**config.mk**
```make
export PLATFORM = sky130hd
export DESIGN_NAME = qi8p_front
export DESIGN_NICKNAME = d
export VERILOG_FILES = /design/src/hw/rtl/qi8p_pkg.sv /design/src/hw/rtl/qi8p_front.sv
export SDC_FILE = /design/constraint.sdc
export NUM_CORES = 2
export LEC_CHECK = 0
export ABC_CLOCK_PERIOD_IN_PS = 7800
export BUFFER_PORTS_ARGS = -buffer_cell sky130_fd_sc_hd__buf_2
export CAP_MARGIN = 15
export CORE_MARGIN = 1
export CORE_UTILIZATION = 35
export CTS_BUF_LIST = sky130_fd_sc_hd__clkbuf_16
export DETAILED_ROUTE_END_ITERATION = 10
export SYNTH_ARGS = -nofsm -noshare
export SYNTH_HDL_FRONTEND = slang
export SYNTH_SLANG_ARGS = --single-unit
```
**constraint.sdc**
```tcl
create_clock -name clock -period 7.8 [get_ports clock]
set_input_delay 1.56 -clock clock [delete_from_list [all_inputs] [get_ports clock]]
set_output_delay 1.56 -clock clock [all_outputs]
set_load 0.01 [all_outputs]
```
**src/hw/rtl/qi8p_pkg.sv**
```systemverilog
package qi8p_pkg;

   localparam int FRAC_W   = 24;   // fraction bits of log2 value and exponent
   localparam int MANT_W   = 31;   // Q1.30 mantissa
   localparam int XW       = 40;   // affine base / exponent width
   localparam int STEPS    = 24;   // squaring steps and root steps
   localparam int Q_W      = 11;   // capped magnitude width
   localparam int SAT_CAP  = 1024;

   localparam logic [2:0] CSR_BASE_GAIN      = 3'd0;
   localparam logic [2:0] CSR_BASE_OFFSET    = 3'd1;
   localparam logic [2:0] CSR_EXP_GAIN       = 3'd2;
   localparam logic [2:0] CSR_EXP_OFFSET     = 3'd3;
   localparam logic [2:0] CSR_OUT_INV_SCALE  = 3'd4;
   localparam logic [2:0] CSR_OUT_ZERO_POINT = 3'd5;
   localparam logic [2:0] CSR_ACT_MIN        = 3'd6;
   localparam logic [2:0] CSR_ACT_MAX        = 3'd7;

   typedef struct packed {
      logic signed [7:0] base_code;
      logic signed [7:0] exp_code;
      logic              last_element;
   } req_type;

   typedef struct packed {
      logic signed [7:0] result_code;
      logic              domain_error;
      logic              last_out;
   } rsp_type;

   typedef struct packed {
      logic signed [31:0] base_gain;
      logic signed [31:0] base_offset;
      logic signed [31:0] exp_gain;
      logic signed [31:0] exp_offset;
      logic        [31:0] out_inv_scale;
      logic signed [7:0]  out_zero_point;
      logic signed [7:0]  act_min;
      logic signed [7:0]  act_max;
   } cfg_type;

   typedef struct packed {
      logic dom;
      logic neg;
      logic zero_x;
      logic zero_e;
      logic last;
   } flag_type;

   typedef struct packed {
      flag_type                flag;
      logic [MANT_W-1:0]       m;
      logic [FRAC_W-1:0]       frac;
      logic [5:0]              p;
      logic signed [XW-1:0]    e;
   } log_type;

   typedef struct packed {
      flag_type                flag;
      logic [MANT_W-1:0]       m;
      logic signed [23:0]      n;
      logic [FRAC_W-1:0]       f;
   } root_type;

   function automatic logic [63:0] isqrt64(input logic [63:0] v);
      logic [63:0] res;
      logic [63:0] rem;
      logic [63:0] bit_w;
      res   = '0;
      rem   = v;
      bit_w = 64'h4000_0000_0000_0000;
      for (int i = 0; i < 32; i++) begin
         if (rem >= res + bit_w) begin
            rem = rem - (res + bit_w);
            res = (res >> 1) + bit_w;
         end else begin
            res = res >> 1;
         end
         bit_w = bit_w >> 2;
      end
      return res;
   endfunction

   // 2^30 * 2^(2^-k), truncated through repeated square roots
   function automatic logic [31:0] root_entry(input int k);
      logic [63:0] r;
      r = 64'h8000_0000;
      for (int j = 1; j <= k; j++) begin
         r = isqrt64(r << 30);
      end
      return r[31:0];
   endfunction

endpackage

```
**src/hw/rtl/qi8p_front.sv**
```systemverilog
module qi8p_front (
   input  logic              clock,
   input  logic              reset,
   input  logic              adv,
   input  logic              req_valid,
   input  qi8p_pkg::req_type req_data,
   input  qi8p_pkg::cfg_type cfg,
   output logic              dout_valid,
   output qi8p_pkg::log_type dout
);
   import qi8p_pkg::*;

   logic [3:0]           vld_ff;
   logic signed [XW-1:0] px_ff, pe_ff, px_in, pe_in;
   logic                 last1_ff, last2_ff;
   logic signed [XW-1:0] x_ff, e_ff, x_in, e_in;
   logic [XW-1:0]        ax_ff, ax_in;
   logic signed [XW-1:0] e3_ff;
   flag_type             flag_ff, flag_in;
   log_type              out_ff, out_in;

   assign px_in = XW'(cfg.base_gain) * XW'(req_data.base_code);
   assign pe_in = XW'(cfg.exp_gain) * XW'(req_data.exp_code);
   assign x_in  = px_ff + XW'(cfg.base_offset);
   assign e_in  = pe_ff + XW'(cfg.exp_offset);

   always_comb begin
      ax_in          = x_ff[XW-1] ? XW'(-x_ff) : XW'(x_ff);
      flag_in.zero_x = (x_ff == '0);
      flag_in.zero_e = (e_ff == '0);
      flag_in.neg    = x_ff[XW-1] & e_ff[FRAC_W];
      flag_in.dom    = (x_ff[XW-1] && (e_ff[FRAC_W-1:0] != '0)) ||
                       ((x_ff == '0) && e_ff[XW-1]);
      flag_in.last   = last2_ff;
   end

   // find the top set bit and move it to the mantissa's leading place
   always_comb begin
      logic [5:0]    p;
      logic [XW-1:0] norm;
      p = '0;
      for (int i = 0; i < XW; i++) begin
         if (ax_ff[i]) p = 6'(i);
      end
      norm        = ax_ff << (6'(XW - 1) - p);
      out_in.flag = flag_ff;
      out_in.m    = norm[XW-1:XW-MANT_W];
      out_in.frac = '0;
      out_in.p    = p;
      out_in.e    = e3_ff;
   end

   always_ff @(posedge clock) begin
      if (reset) begin
         vld_ff <= '0;
      end else if (adv) begin
         vld_ff <= {vld_ff[2:0], req_valid};
      end
   end

   always_ff @(posedge clock) begin
      if (adv) begin
         px_ff    <= px_in;
         pe_ff    <= pe_in;
         last1_ff <= req_data.last_element;
         x_ff     <= x_in;
         e_ff     <= e_in;
         last2_ff <= last1_ff;
         ax_ff    <= ax_in;
         e3_ff    <= e_ff;
         flag_ff  <= flag_in;
         out_ff   <= out_in;
      end
   end

   assign dout_valid = vld_ff[3];
   assign dout       = out_ff;

endmodule

```
After elaboration in Yosys (flattened, before gate mapping)
Index checks and enable logic that the tools add are counted.

operators by class
  $add $sub $neg = 4
  reduce and logical (&&, ||, !) cells = 6
  divide/modulo/power cells = 0
  mux-type cells = 40
  equal/unequal tests = 0
  multiply operators = 2
  shift-type cells = 1
  magnitude comparators = 0
  bitwise logic cells = 1

operator list
  kind                                     count
  two-way mux 6 bit                        38
  adder 40 x 32 -> 40 bit                  2
  logical NOT 40 bit                       2
  multiplier 32 x 8 -> 40 bit              2
  negator 40 bit                           1
  << shifter 40 x 6 -> 40 bit              1
  two-way mux 39 bit                       1
  nonzero test 24 bit                      1
  subtractor 6 bit (first input constant)  1
  logical AND 1 bit                        2
  bitwise AND 1 bit                        1
  logical OR 1 bit                         1
  two-way mux 1 bit                        1

word-level totals
  output and inout bits = 107
  register bits = 333
  word-level logic and storage cells = 77
  memory bits (writable) = 0
  memories kept = 0
  ROM bits = 0
  bits of input ports = 205
  bits in latches = 0

Depth between registers and ports, before layout
  depth after elaboration = 41
  depth in mapped cells = 21

Worst setup path before layout
No wires, ideal clock.

  path type = input port to flip-flop
  start = input req_data[8] (netlist bit)
  end = register pe_ff[35], data pin
  arrival = 6.513 ns
  setup time = 0.262 ns
  cell stages on the path = 20
  buffers on the path = 1
  setup slack = 1.025 ns
  path through = clkbuf_1 > inv_1 > fa_1 > fa_1 > inv_1 > fa_1 > inv_1 > fa_1 > inv_1 > ha_1 > o21a_1 > a2111oi_0 > o221ai_1 > a211oi_1 > nor3_1 > a31oi_1 > o21ai_0 > a211oi_1 > o21bai_1 > xor2_1

on the way
  word-level cells in the longest chain between the ends = 1

ends and longest elaborated chain
  item                         line              source
  start: declaration           qi8p_front.sv:6   input qi8p_pkg::req_type req_data,
  multiplier 32 x 8 -> 40 bit  qi8p_front.sv:23  assign pe_in = XW'(cfg.exp_gain) * XW'(req_data.exp_code);
  via pe_in[35]                qi8p_front.sv:14  logic signed [XW-1:0] px_ff, pe_ff, px_in, pe_in;
  end signal: assignment       qi8p_front.sv:64  pe_ff <= pe_in;
  end: declaration             qi8p_front.sv:14

The timed path passes the listed nets, and every way through them passes these cells.
A chain may end at the register's enable or synchronous reset.

Worst setup path in the final report
  start = input req_data[3] (netlist bit)
  end = register pe_ff[36], data pin

The elaborated chain is that of the path after synthesis.

==> flow_metrics.py <==
metrics = {
    "worst_setup_path": {
        "worst_ep_arrival_time_ps": 7010,
        "setup.worst_path.end_class": "register",
        "crit_path_start_kind": "primary input",
        "worstPathMaxFanout": 10,
        "critical_path_class": "in2reg",
        "critical_path_required_ps": 8100,
    },
    "placed_design": {
        "placed_cells": 4789,
        "gp_congestion": 0.877,
        "pre_cts_ws_ps": 446,
        "post_dp_cell_area_um2": 37100,
        "io_buffers": 231,
        "dp_hpwl_mm": 64.3,
    },
    "floorplan": {
        "start_util_pct": 35.5,
        "die_area_um2": 99700,
        "die_height_um": 316,
        "io_pins": 312,
        "num_rows": 114,
        "die_x_um": 316,
        "core_area_um2": 97100,
    },
    "routing": {
        "via_per_inst": 4.83,
        "drt_iter0_drc": 1282,
        "first_pass_iters": 5,
        "ant_nets": 0,
        "routed_wl_mm": 79.5,
        "drcViolationCount": 0,
        "routedWlPerCell_um": 16.3,
        "vias": 23499,
    },
    "clocking": {
        "clockRootBuffer": "clkbuf_16",
        "clock-sinks": 333,
        "clock_latency_ps": 570,
        "cts_setup_buffers": 0,
        "clk_pin_slew_ps": 60,
        "clockBufferDepth": 3,
        "cts_max_level": 2,
        "cts_resized": 0,
        "hold_buffers": 0,
        "numCtsBuffers": 37,
        "tritoncts": "built",
    },
    "layout": {
        "instances_no_fill": 4865,
        "final_area_um2": 38300,
        "syn2layout_area_growth_pct": 11.2,
        "layout-drive-gt1-share_pct": 9.81,
        "nets": 4391,
        "nFillCells": 9559,
        "fin_util_pct": 39.5,
    },
    "sta": {
        "worst_pin_slew_ps": 1120,
        "period_minus_slack_ps": 6710,
        "setup_tns_ps": 0,
        "rsz0062_at_grt": "false",
        "finalHoldViolations": 0,
        "fin_skew_ps": 11.4,
        "fin_crit_sh_pct": 86.1,
        "max_freq_mhz": 149,
        "setup_viol": 0,
        "maxSlewHeadroom_pct": 25.0,
        "drv_slew": 0,
        "layout_setup_ws_ps": 1090,
    },
    "power": {
        "p_per_area_nw_per_um2": 377,
        "irDropWorstVdd_mv": 0.152,
        "p_leak_nw": 16.9,
    },
    "hold_path": {
        "worst_hold_path_type": "reg2reg",
    },
    "global_route": {
        "grt_pass1_vias": 23503,
        "grt_pass1_wl_mm": 128,
        "grt_use_total_pct": 15.9,
        "antenna_found_initial": 25,
        "grt_max_degree": 158,
        "grt-ovfl-total": 0,
    },
    "logic_synthesis": {
        "netlist_area_um2": 34500,
        "synth-edff-count": 329,
        "yosys_warnings": 0,
        "ys.flop_type": "edfxtp_1",
        "syn_inst": 3337,
        "synth_top_area_cell": "edfxtp_1",
        "synthArstFlopShare_pct": 0,
        "ys_types": 79,
        "ys_top_cells_by_area": "edfxtp_1 (29%), fa_1 (23%), ha_1 (8.5%)",
        "avgSynthCellArea_um2": 10.3,
        "ys_seq_area_share_pct": 28.9,
        "synth-seq-cells": 333,
        "synth_top_area_share_pct": 28.7,
    },
    "run_status": {
        "status": "finished, final reports clean",
    },
    "flow_run": {
        "maxCapViolCount": 0,
    },
}
[worst paths after layout]
path                    start   endpoint  slack [ps]  cells after the start
setup / recovery  req_data[3]  pe_ff[36]        1090                     22
hold reg to reg     e3_ff[29]   dout[29]         410                      0
hold / removal      e3_ff[29]   dout[29]         410                      0
setup reg to reg    ax_ff[19]   dout[96]        3540                     13
[cell type report]
cell class	count	area (µm²)	share of cell area, %
timing repair buffer	263	1430	3.74
antenna	10	25.0	0.0653
sequential	333	9960	26.0
inverter	527	1980	5.16
clock buffer	37	926	2.42
clock inverter	29	298	0.777
tap	1276	1600	4.17
multi-input combinational	2390	22100	57.7
[where the power goes]
part | internal (mW) | switching, mW | total (mW)
clock | 1.01 | 0.739 | 1.75
combinational | 3.92 | 5.03 | 8.95
sequential | 3.31 | 0.449 | 3.76
[synthesized netlist by cell type (all sizes together), types with 5 or more instances]
| master | number |
|---|---|
| o21ai | 86 |
| nand2 | 224 |
| mux2 | 10 |
| o211ai | 15 |
| nor3 | 37 |
| xnor2 | 136 |
| o21a | 32 |
| nor4 | 23 |
| a221oi | 12 |
| or3 | 11 |
| o31ai | 22 |
| o22ai | 11 |
| o21bai | 17 |
| o22a | 8 |
| xor2 | 39 |
| nand2b | 85 |
| a31oi | 20 |
| ha | 234 |
| o41ai | 10 |
| mux2i | 98 |
| o32ai | 5 |
| nor2 | 120 |
| a211o | 10 |
| a21o | 58 |
| a21boi | 6 |
| nor2b | 13 |
| or2 | 8 |
| nand3 | 28 |
| and3 | 20 |
| or4 | 19 |
| a211oi | 19 |
| edfxtp | 329 |
| inv | 527 |
| buf | 25 |
| clkbuf | 85 |
| a21oi | 130 |
| and2 | 327 |
| fa | 400 |
| nand4 | 12 |
[layout by cell type (no fill, tap or decap), types with 28 or more instances in the layout]
cell       synthesis  layout
a21o_1            58      58
a21oi_1          130     130
and2_1           327     327
buf_2              0     230
buf_4             24      30
clkbuf_16          0      37
edfxtp_1         329     329
fa_1             400     400
ha_1             234     234
inv_1            526     531
mux2i_1           98      98
nand2_1          224     224
nand2b_1          85      85
nand3_1           28      28
nor2_1           120     120
nor3_1            37      37
o21a_1            32      32
o21ai_0           83      83
xnor2_1          136     136
xor2_1            39      39
[critical path, stage by stage]
cell,delay [ps]
buf_2,190
buf_4,210
and2_1,160
fa_1,540
inv_1,60
fa_1,500
fa_1,490
inv_1,50
fa_1,480
ha_1,400
and3_1,200
a21boi_0,190
o41ai_1,110
buf_4,150
a211oi_1,330
o31ai_1,130
buf_4,160
a211o_1,300
a31oi_1,200
o21ai_0,200
a21boi_0,280
xor2_1,100
[metrics by stage]
step	hold WS, ps	power (mW)
final	414	14.5
after CTS	412	14.5
after floorplan	400	10.4
after global routing	417	15.8
after global placement	404	12.6
after detailed placement	405	12.7
[state kept, by name, indices dropped and copies added (netlist names)]
name	cells
dout	82
ax_ff	40
e3_ff	40
e_ff	40
pe_ff	40
px_ff	40
x_ff	40
flag_ff	5
vld_ff	4
last1_ff	1
last2_ff	1
[kinds of logic after synthesis]
family | synth area share (%)
flops | 28.9
simple gates | 14.4
xor+xnor | 4.45
mux | 3.30
buf+inv | 7.20
fa+ha+maj | 31.7
compound gates | 9.98
other cells | 0.0109
[per-layer routing]
metal	part of all wire [%]	global-route usage (%)	up-vias
met5	0.11	0	-
met3	4.4	2.14	99
met2	44	24.6	509
met4	1.9	4.17	16
met1	50	23.5	11336
li1	-	-	11539
Power figures use the tool's default switching activity.
