File: src/hw/rtl/qi8p_pkg.sv
package qi8p_pkg;

   localparam int FRAC_W   = 24;   // fraction bits of log2 value and exponent
   localparam int MANT_W   = 31;   // Q1.30 mantissa
   localparam int XW       = 40;   // affine base / exponent width
   localparam int STEPS    = 24;   // squaring steps and root steps
   localparam int Q_W      = 11;   // capped magnitude width
   localparam int SAT_CAP  = 1024;

   localparam logic [2:0] CSR_BASE_GAIN      = 3'd0;
   localparam logic [2:0] CSR_BASE_OFFSET    = 3'd1;
   localparam logic [2:0] CSR_EXP_GAIN       = 3'd2;
   localparam logic [2:0] CSR_EXP_OFFSET     = 3'd3;
   localparam logic [2:0] CSR_OUT_INV_SCALE  = 3'd4;
   localparam logic [2:0] CSR_OUT_ZERO_POINT = 3'd5;
   localparam logic [2:0] CSR_ACT_MIN        = 3'd6;
   localparam logic [2:0] CSR_ACT_MAX        = 3'd7;

   typedef struct packed {
      logic signed [7:0] base_code;
      logic signed [7:0] exp_code;
      logic              last_element;
   } req_type;

   typedef struct packed {
      logic signed [7:0] result_code;
      logic              domain_error;
      logic              last_out;
   } rsp_type;

   typedef struct packed {
      logic signed [31:0] base_gain;
      logic signed [31:0] base_offset;
      logic signed [31:0] exp_gain;
      logic signed [31:0] exp_offset;
      logic        [31:0] out_inv_scale;
      logic signed [7:0]  out_zero_point;
      logic signed [7:0]  act_min;
      logic signed [7:0]  act_max;
   } cfg_type;

   typedef struct packed {
      logic dom;
      logic neg;
      logic zero_x;
      logic zero_e;
      logic last;
   } flag_type;

   typedef struct packed {
      flag_type                flag;
      logic [MANT_W-1:0]       m;
      logic [FRAC_W-1:0]       frac;
      logic [5:0]              p;
      logic signed [XW-1:0]    e;
   } log_type;

   typedef struct packed {
      flag_type                flag;
      logic [MANT_W-1:0]       m;
      logic signed [23:0]      n;
      logic [FRAC_W-1:0]       f;
   } root_type;

   function automatic logic [63:0] isqrt64(input logic [63:0] v);
      logic [63:0] res;
      logic [63:0] rem;
      logic [63:0] bit_w;
      res   = '0;
      rem   = v;
      bit_w = 64'h4000_0000_0000_0000;
      for (int i = 0; i < 32; i++) begin
         if (rem >= res + bit_w) begin
            rem = rem - (res + bit_w);
            res = (res >> 1) + bit_w;
         end else begin
            res = res >> 1;
         end
         bit_w = bit_w >> 2;
      end
      return res;
   endfunction

   // 2^30 * 2^(2^-k), truncated through repeated square roots
   function automatic logic [31:0] root_entry(input int k);
      logic [63:0] r;
      r = 64'h8000_0000;
      for (int j = 1; j <= k; j++) begin
         r = isqrt64(r << 30);
      end
      return r[31:0];
   endfunction

endpackage

File: src/hw/rtl/qi8p_scale.sv
module qi8p_scale (
   input  logic               clock,
   input  logic               reset,
   input  logic               adv,
   input  logic               din_valid,
   input  qi8p_pkg::root_type din,
   input  qi8p_pkg::cfg_type  cfg,
   output logic               dout_valid,
   output qi8p_pkg::rsp_type  dout
);
   import qi8p_pkg::*;

   logic [2:0]         vld_ff;
   logic [62:0]        t_ff, t_in;
   logic signed [23:0] n_ff, n_in;
   flag_type           f1_ff, f2_ff;
   logic [Q_W-1:0]     q_ff, q_in;
   rsp_type            out_ff, out_in;

   // a zero base takes the path of 2^0 so that zero to the zero gives one
   always_comb begin
      logic [MANT_W-1:0] msel;
      msel = din.flag.zero_x ? (MANT_W'(1) << 30) : din.m;
      n_in = din.flag.zero_x ? '0 : din.n;
      t_in = 63'(msel) * 63'(cfg.out_inv_scale);
   end

   always_comb begin
      logic signed [24:0] sh;
      logic [5:0]         sh_lo;
      logic [5:0]         sh_m1;
      logic [63:0]        sum;
      logic [63:0]        qf;
      sh    = 25'sd46 - 25'(n_ff);
      sh_lo = sh[5:0];
      sh_m1 = sh_lo - 6'd1;
      sum   = 64'(t_ff) + (64'd1 << sh_m1);
      qf    = sum >> sh_lo;
      priority if (t_ff == '0 || (f1_ff.zero_x && !f1_ff.zero_e)) begin
         q_in = '0;
      end else if (sh <= 25'sd0) begin
         q_in = Q_W'(SAT_CAP);
      end else if (sh >= 25'sd64) begin
         q_in = '0;
      end else if (qf > 64'(SAT_CAP)) begin
         q_in = Q_W'(SAT_CAP);
      end else begin
         q_in = qf[Q_W-1:0];
      end
   end

   always_comb begin
      logic signed [12:0] qs;
      logic signed [12:0] v;
      logic signed [12:0] r;
      qs = $signed(13'(q_ff));
      if (f2_ff.dom) begin
         v = 13'(cfg.out_zero_point);
      end else if (f2_ff.neg) begin
         v = 13'(cfg.out_zero_point) - qs;
      end else begin
         v = 13'(cfg.out_zero_point) + qs;
      end
      r = (v < 13'(cfg.act_max)) ? v : 13'(cfg.act_max);
      r = (r > 13'(cfg.act_min)) ? r : 13'(cfg.act_min);
      out_in.result_code  = r[7:0];
      out_in.domain_error = f2_ff.dom;
      out_in.last_out     = f2_ff.last;
   end

   always_ff @(posedge clock) begin
      if (reset) begin
         vld_ff <= '0;
      end else if (adv) begin
         vld_ff <= {vld_ff[1:0], din_valid};
      end
   end

   always_ff @(posedge clock) begin
      if (adv) begin
         t_ff   <= t_in;
         n_ff   <= n_in;
         f1_ff  <= din.flag;
         q_ff   <= q_in;
         f2_ff  <= f1_ff;
         out_ff <= out_in;
      end
   end

   assign dout_valid = vld_ff[2];
   assign dout       = out_ff;

endmodule

File: config.mk
export PLATFORM = sky130hd
export DESIGN_NAME = qi8p_scale
export DESIGN_NICKNAME = d
export VERILOG_FILES = /design/src/hw/rtl/qi8p_pkg.sv /design/src/hw/rtl/qi8p_scale.sv
export SDC_FILE = /design/constraint.sdc
export NUM_CORES = 2
export LEC_CHECK = 0
export ABC_CLOCK_PERIOD_IN_PS = 28400
export BUFFER_PORTS_ARGS = -buffer_cell sky130_fd_sc_hd__buf_2
export CAP_MARGIN = 15
export CORE_ASPECT_RATIO = 0.7
export CORE_UTILIZATION = 65
export CTS_BUF_LIST = sky130_fd_sc_hd__clkbuf_4 sky130_fd_sc_hd__clkbuf_8
export CTS_CLUSTER_DIAMETER = 150
export CTS_CLUSTER_SIZE = 16
export DETAILED_ROUTE_END_ITERATION = 8
export PLACE_DENSITY_LB_ADDON = 0.05
export SETUP_SLACK_MARGIN = 0.5
export SYNTH_ARGS = -nofsm -noshare
export SYNTH_HDL_FRONTEND = slang
export SYNTH_SLANG_ARGS = --single-unit
export TNS_END_PERCENT = 50
File: constraint.sdc
create_clock -name clock -period 28.4 [get_ports clock]
set_input_delay 7.1 -clock clock [delete_from_list [all_inputs] [get_ports clock]]
set_output_delay 7.1 -clock clock [all_outputs]
set_load 0.05 [all_outputs]
Word level (Yosys, flattened, before mapping):

Cells that the tools add are included.

* shift-type cells: 2
* $mul: 1
* add/sub/neg operators: 5
* equality and inequality tests: 0
* bitwise gates (word level): 0
* magnitude comparators: 5
* divide/modulo/power cells: 0
* mux-type cells: 8
* reduce and logical (&&, ||, !) cells: 5

Operator list (count)
* adder 63 x 64 -> 64 bit: 1
* greater-than comparator 64 x 11 -> 1 bit, second input constant: 1
* left shift 1 x 6 -> 64 bit, first input constant: 1
* >> shifter 64 x 6 -> 64 bit: 1
* logical NOT 63 bit: 1
* multiplier 31 x 32 -> 63 bit: 1
* two-way mux 13 bit: 3
* two-way mux 11 bit: 3
* two-way mux 31 bit: 1
* >= comparator 25 x 8 -> 1 bit, second input constant: 1
* <= comparator 25 x 1 -> 1 bit, second input constant: 1
* subtractor 7 x 24 -> 25 bit, first input constant: 1
* adder 8 x 12 -> 13 bit: 1
* greater-than comparator 13 x 8 -> 1 bit: 1
* less-than comparator 13 x 8 -> 1 bit: 1
* subtractor 8 x 12 -> 13 bit: 1
* two-way mux 8 bit: 1
* subtractor 6 x 1 -> 6 bit, second input constant: 1
* OR reduction 4 bit: 1
* logical AND 1 bit: 1
* logical NOT 1 bit: 1
* logical OR 1 bit: 1

* memory bits (read-only): 0
* memory bits (writable): 0
* latch bits: 0
* output and inout port bits: 11
* register bits after elaboration: 119
* input bits: 272
* memories kept: 0
* logic and storage cells: 42

Longest topological paths before layout:

* depth in word-level cells: 9
* gate-level depth with buffers: 43
* mapped depth without buffers: 42

Worst setup path after synthesis:

Ideal clock, no wire load.

* path type: in2reg
* start: input din[81] (netlist name)
* end: register t_ff[61], data pin
* setup slack: 12.197 ns
* stages: 35
* arrival time: 15.938 ns
* setup time: 0.265 ns
* path buffers: 4
* required time: 28.135 ns
* cells stage by stage: clkbuf_1 -> buf_1 -> clkbuf_1 -> nor2b_1 -> clkbuf_1 -> nand2_1 -> fa_1 -> inv_1 -> fa_1 -> fa_1 -> fa_1 -> fa_1 -> inv_1 -> fa_1 -> inv_1 -> fa_1 -> inv_1 -> fa_1 -> inv_1 -> ha_1 -> a21o_1 -> a21o_1 -> a21o_1 -> a21o_1 -> a211oi_1 -> o31ai_1 -> a311o_1 -> a211oi_1 -> nor4_1 -> a211o_1 -> o221ai_1 -> o211ai_1 -> a211oi_1 -> o21ai_0 -> xor2_1

* word-level cells in the longest chain between the ends: 2

Ends and longest elaborated chain
* from (decl): RTL line qi8p_scale.sv:6 `input qi8p_pkg::root_type din,`
* two-way mux 31 bit: RTL line qi8p_scale.sv:23 `msel = din.flag.zero_x ? (MANT_W'(1) << 30) : din.m;`
* multiplier 31 x 32 -> 63 bit: RTL line qi8p_scale.sv:25 `t_in = 63'(msel) * 63'(cfg.out_inv_scale);`
* named net t_in[61]: RTL line qi8p_scale.sv:14 `logic [62:0] t_ff, t_in;`
* to (signal assigned): RTL line qi8p_scale.sv:81 `t_ff <= t_in;`
* to (decl): RTL line qi8p_scale.sv:14

The timed path passes the listed nets, and every way through them passes these cells.
A chain may end at the register's enable or synchronous reset.

Worst setup path after layout:

Ends and elaborated chain as after synthesis.

==> impl_metrics.env <==
export IMPL_ant_nets=0
export IMPL_min_delay_start="f1_ff[4]"
export IMPL_clockBufferDepth=2
export IMPL_drtPass1Iterations=8
export IMPL_grt_pass1_wl_mm=232
export IMPL_stdcell_area_um2=49500
export IMPL_period_minus_slack_ns=17.09
export IMPL_max_freq_mhz=58.5
export IMPL_postCtsSetupBuffers=0
export IMPL_antenna_found_initial=1
export IMPL_leakagePower_nw=23.6
export IMPL_cts_hold_buf=0
export IMPL_synthArstFlopShare=0
export IMPL_htree_num_levels=4
export IMPL_grt_pass1_vias=41300
export IMPL_setup_viol=0
export IMPL_cts_buffers_inserted=17
export IMPL_slew_violations=0
export IMPL_synth_cell_types=115
export IMPL_synth_edf_count=116
export IMPL_critPathRequiredTime_ns=28.66
export IMPL_layout_drive_gt1_share=0.0673
export IMPL_synth_cell_area_um2=47900
export IMPL_dieArea_um2=74800
export IMPL_die_w_um=327
export IMPL_grt_max_degree=81
export IMPL_io_buffers=130
export IMPL_vias=41600
export IMPL_rsz0062_at_grt="false"
export IMPL_routed_via_density=6.33
export IMPL_grt_overflow=0
export IMPL_cp_start_kind="primary input"
export IMPL_syn_to_final_growth_pct=3.36
export IMPL_synth_fp_nets=7201
export IMPL_clock_sinks=119
export IMPL_critPathArrivalTime_ns=17.35
export IMPL_layout_cells_non_filler=6566
export IMPL_relSlewSlack=0.230
export IMPL_crit_top_cell="fa_1"
export IMPL_crit_path_end_kind="register"
export IMPL_tightest_slew_ns=1.13
export IMPL_synth_largest_area_cell="fa_1"
export IMPL_dp_hpwl_mm=116
export IMPL_skew_ns=0.0219
export IMPL_hold_end="f2_ff[4]"
export IMPL_yosysSeqAreaShare=0.0740
export IMPL_r2r_end="q_ff[6]"
export IMPL_hold_viol=0
export IMPL_place_area_um2=49100
export IMPL_die_y_um=229
export IMPL_reg2reg_slack_ns=18.53
export IMPL_hold_depth=0
export IMPL_synthFlopType="edfxtp_1"
export IMPL_drtIter0Drc=4625
export IMPL_mostFrequentLayoutCells="nand2_1, inv_1, fa_1"
export IMPL_syn_avg_cell_area_um2=8.41
export IMPL_ys_ff_latch=119
export IMPL_netlist_instances=5699
export IMPL_netlist_area_leader_share=0.363
export IMPL_fin_nets=7088
export IMPL_cellPowerDensity_nw_per_um2=129
export IMPL_dp_slack_ns=10.94
export IMPL_initial_core_util=0.663
export IMPL_finalCritPeriodShare=0.602
export IMPL_crit_slowest_cell="fa_1"
export IMPL_slowest_delay_ns=0.57
export IMPL_crit_path_max_fanout=32
export IMPL_cts_root_buf="clkbuf_8"
export IMPL_min_path_type="reg2reg"
export IMPL_layout_setup_ws_ns=11.31
export IMPL_cts_tree="done"
export IMPL_core_area_um2=72200
export IMPL_drc=0
export IMPL_r2r_start="n_ff[1]"
export IMPL_clkTransAtPathRegs_ns=0.08
export IMPL_place_gp_congestion=1.04
export IMPL_clk_latency_ns=0.53
export IMPL_critPathKind="in2reg"
export IMPL_num_io_pins=283
export IMPL_placedCellCount=6533
export IMPL_cts_resized=0
export IMPL_cap_violations=0
export IMPL_finalWirelength_mm=147
export IMPL_fin_tns_setup_ns=0
export IMPL_synth_warnings=0
export IMPL_postLayoutCoreUtil=0.686
export IMPL_synth_area_leaders="fa_1, ha_1, nand2_1"
export IMPL_grtUsageTotal=0.400
export IMPL_layout_commonest_cell="nand2_1"
export IMPL_status="completed"
export IMPL_r2r_cells=25
export IMPL_wl_per_cell_um=22.4
export IMPL_num_rows=82
export IMPL_vdd_drop_max_uv=278
-- power by group --
group	total [mW]	switching, mW	internal [mW]
sequential	0.538	0.0493	0.489
combinational	5.67	3.36	2.31
clock	0.170	0.0818	0.0880
-- worst max-delay path, delay by kind of cell --
kind	cells	cell delay (ns)
buffers and inverters	8	1.33
and+or+nand+nor	3	0.45
AOI/OAI and AO/OA	13	3.91
xor gates and xnor gates	1	0.16
adders and majority gates	9	4.32
-- synth_stat cells (9+ instances only) --
master,number
nand2_1,1027
inv_1,965
fa_1,868
ha_1,362
clkbuf_1,272
nor2_1,265
and2_1,231
a21oi_1,200
o21ai_0,139
edfxtp_1,116
a21o_1,97
xnor2_1,89
nor3_1,80
nor2b_1,73
nand3_1,70
mux2i_1,54
nand4_1,48
a211oi_1,43
o211ai_1,41
xor2_1,37
mux2_2,33
and3_1,27
nor4_1,27
buf_2,26
o21a_1,26
o21bai_1,25
a31oi_1,22
nand2b_1,22
o2111ai_1,17
a221oi_1,16
and4_1,16
o21ai_1,16
o22ai_1,16
or3_1,16
o31ai_1,15
or2_2,15
a211o_1,13
buf_1,12
mux4_2,12
o211a_1,12
a21boi_0,11
a2111oi_0,10
a311oi_1,10
a32oi_1,9
-- flip-flops by register name, indices dropped and copies added (netlist names) --
signal  count
n_ff       24
q_ff       11
dout       10
f1_ff       5
f2_ff       3
vld_ff      3
t_ff       63
-- cells by family (layout without fill, tap and decap cells) --
family          count (synthesis)  in the layout  synth area share
mux                           103            103            0.0261
xor+xnor                      130            130            0.0244
other cells                     0              1                 0
fa+ha+maj                    1230           1230             0.457
compound gates                869            869             0.127
simple gates                 1970           1970             0.190
buf+inv                      1278           1178             0.101
flops                         119            119            0.0740
-- area by class of cell --
type                            count  area, um2
Tap cell                          966       1210
Antenna cell                        1       2.50
Inverter                          965       3620
Sequential cell                   119       3540
Clock inverter                     14        174
Clock buffer                       18        241
Multi-Input combinational cell   4302      39700
Fill cell                        6035      22700
Timing Repair Buffer              181       1040
-- layer usage --
| layer | track usage | routed length, um |
|---|---|---|
| met5 | 0 | 13 |
| met4 | 0.131 | 5150 |
| met3 | 0.113 | 19400 |
| met2 | 0.582 | 61900 |
| met1 | 0.576 | 60900 |
-- per-stage QoR --
step	hold slack [ns]	power (mW)
4_1_cts	0.443	6.30
2_1_floorplan	0.400	4.68
3_3_place_gp	0.402	6.00
6_report	0.441	6.38
5_1_grt	0.441	7.04
3_5_place_dp	0.413	6.08
-- worst max-delay path by stage --
stage / slack [ns] / depth (start not counted) / from / end
3_5_place_dp: 10.94 / 34 / din[81] / t_ff[61]
6_report: 11.31 / 34 / din[81] / t_ff[61]
4_1_cts: 11.49 / 34 / din[81] / t_ff[61]
5_1_grt: 10.87 / 34 / din[81] / t_ff[61]
3_3_place_gp: 11.05 / 34 / din[81] / t_ff[61]
2_1_floorplan: 12.20 / 35 / din[81] / t_ff[61]
Note: power is estimated with default switching activity, not from simulation.
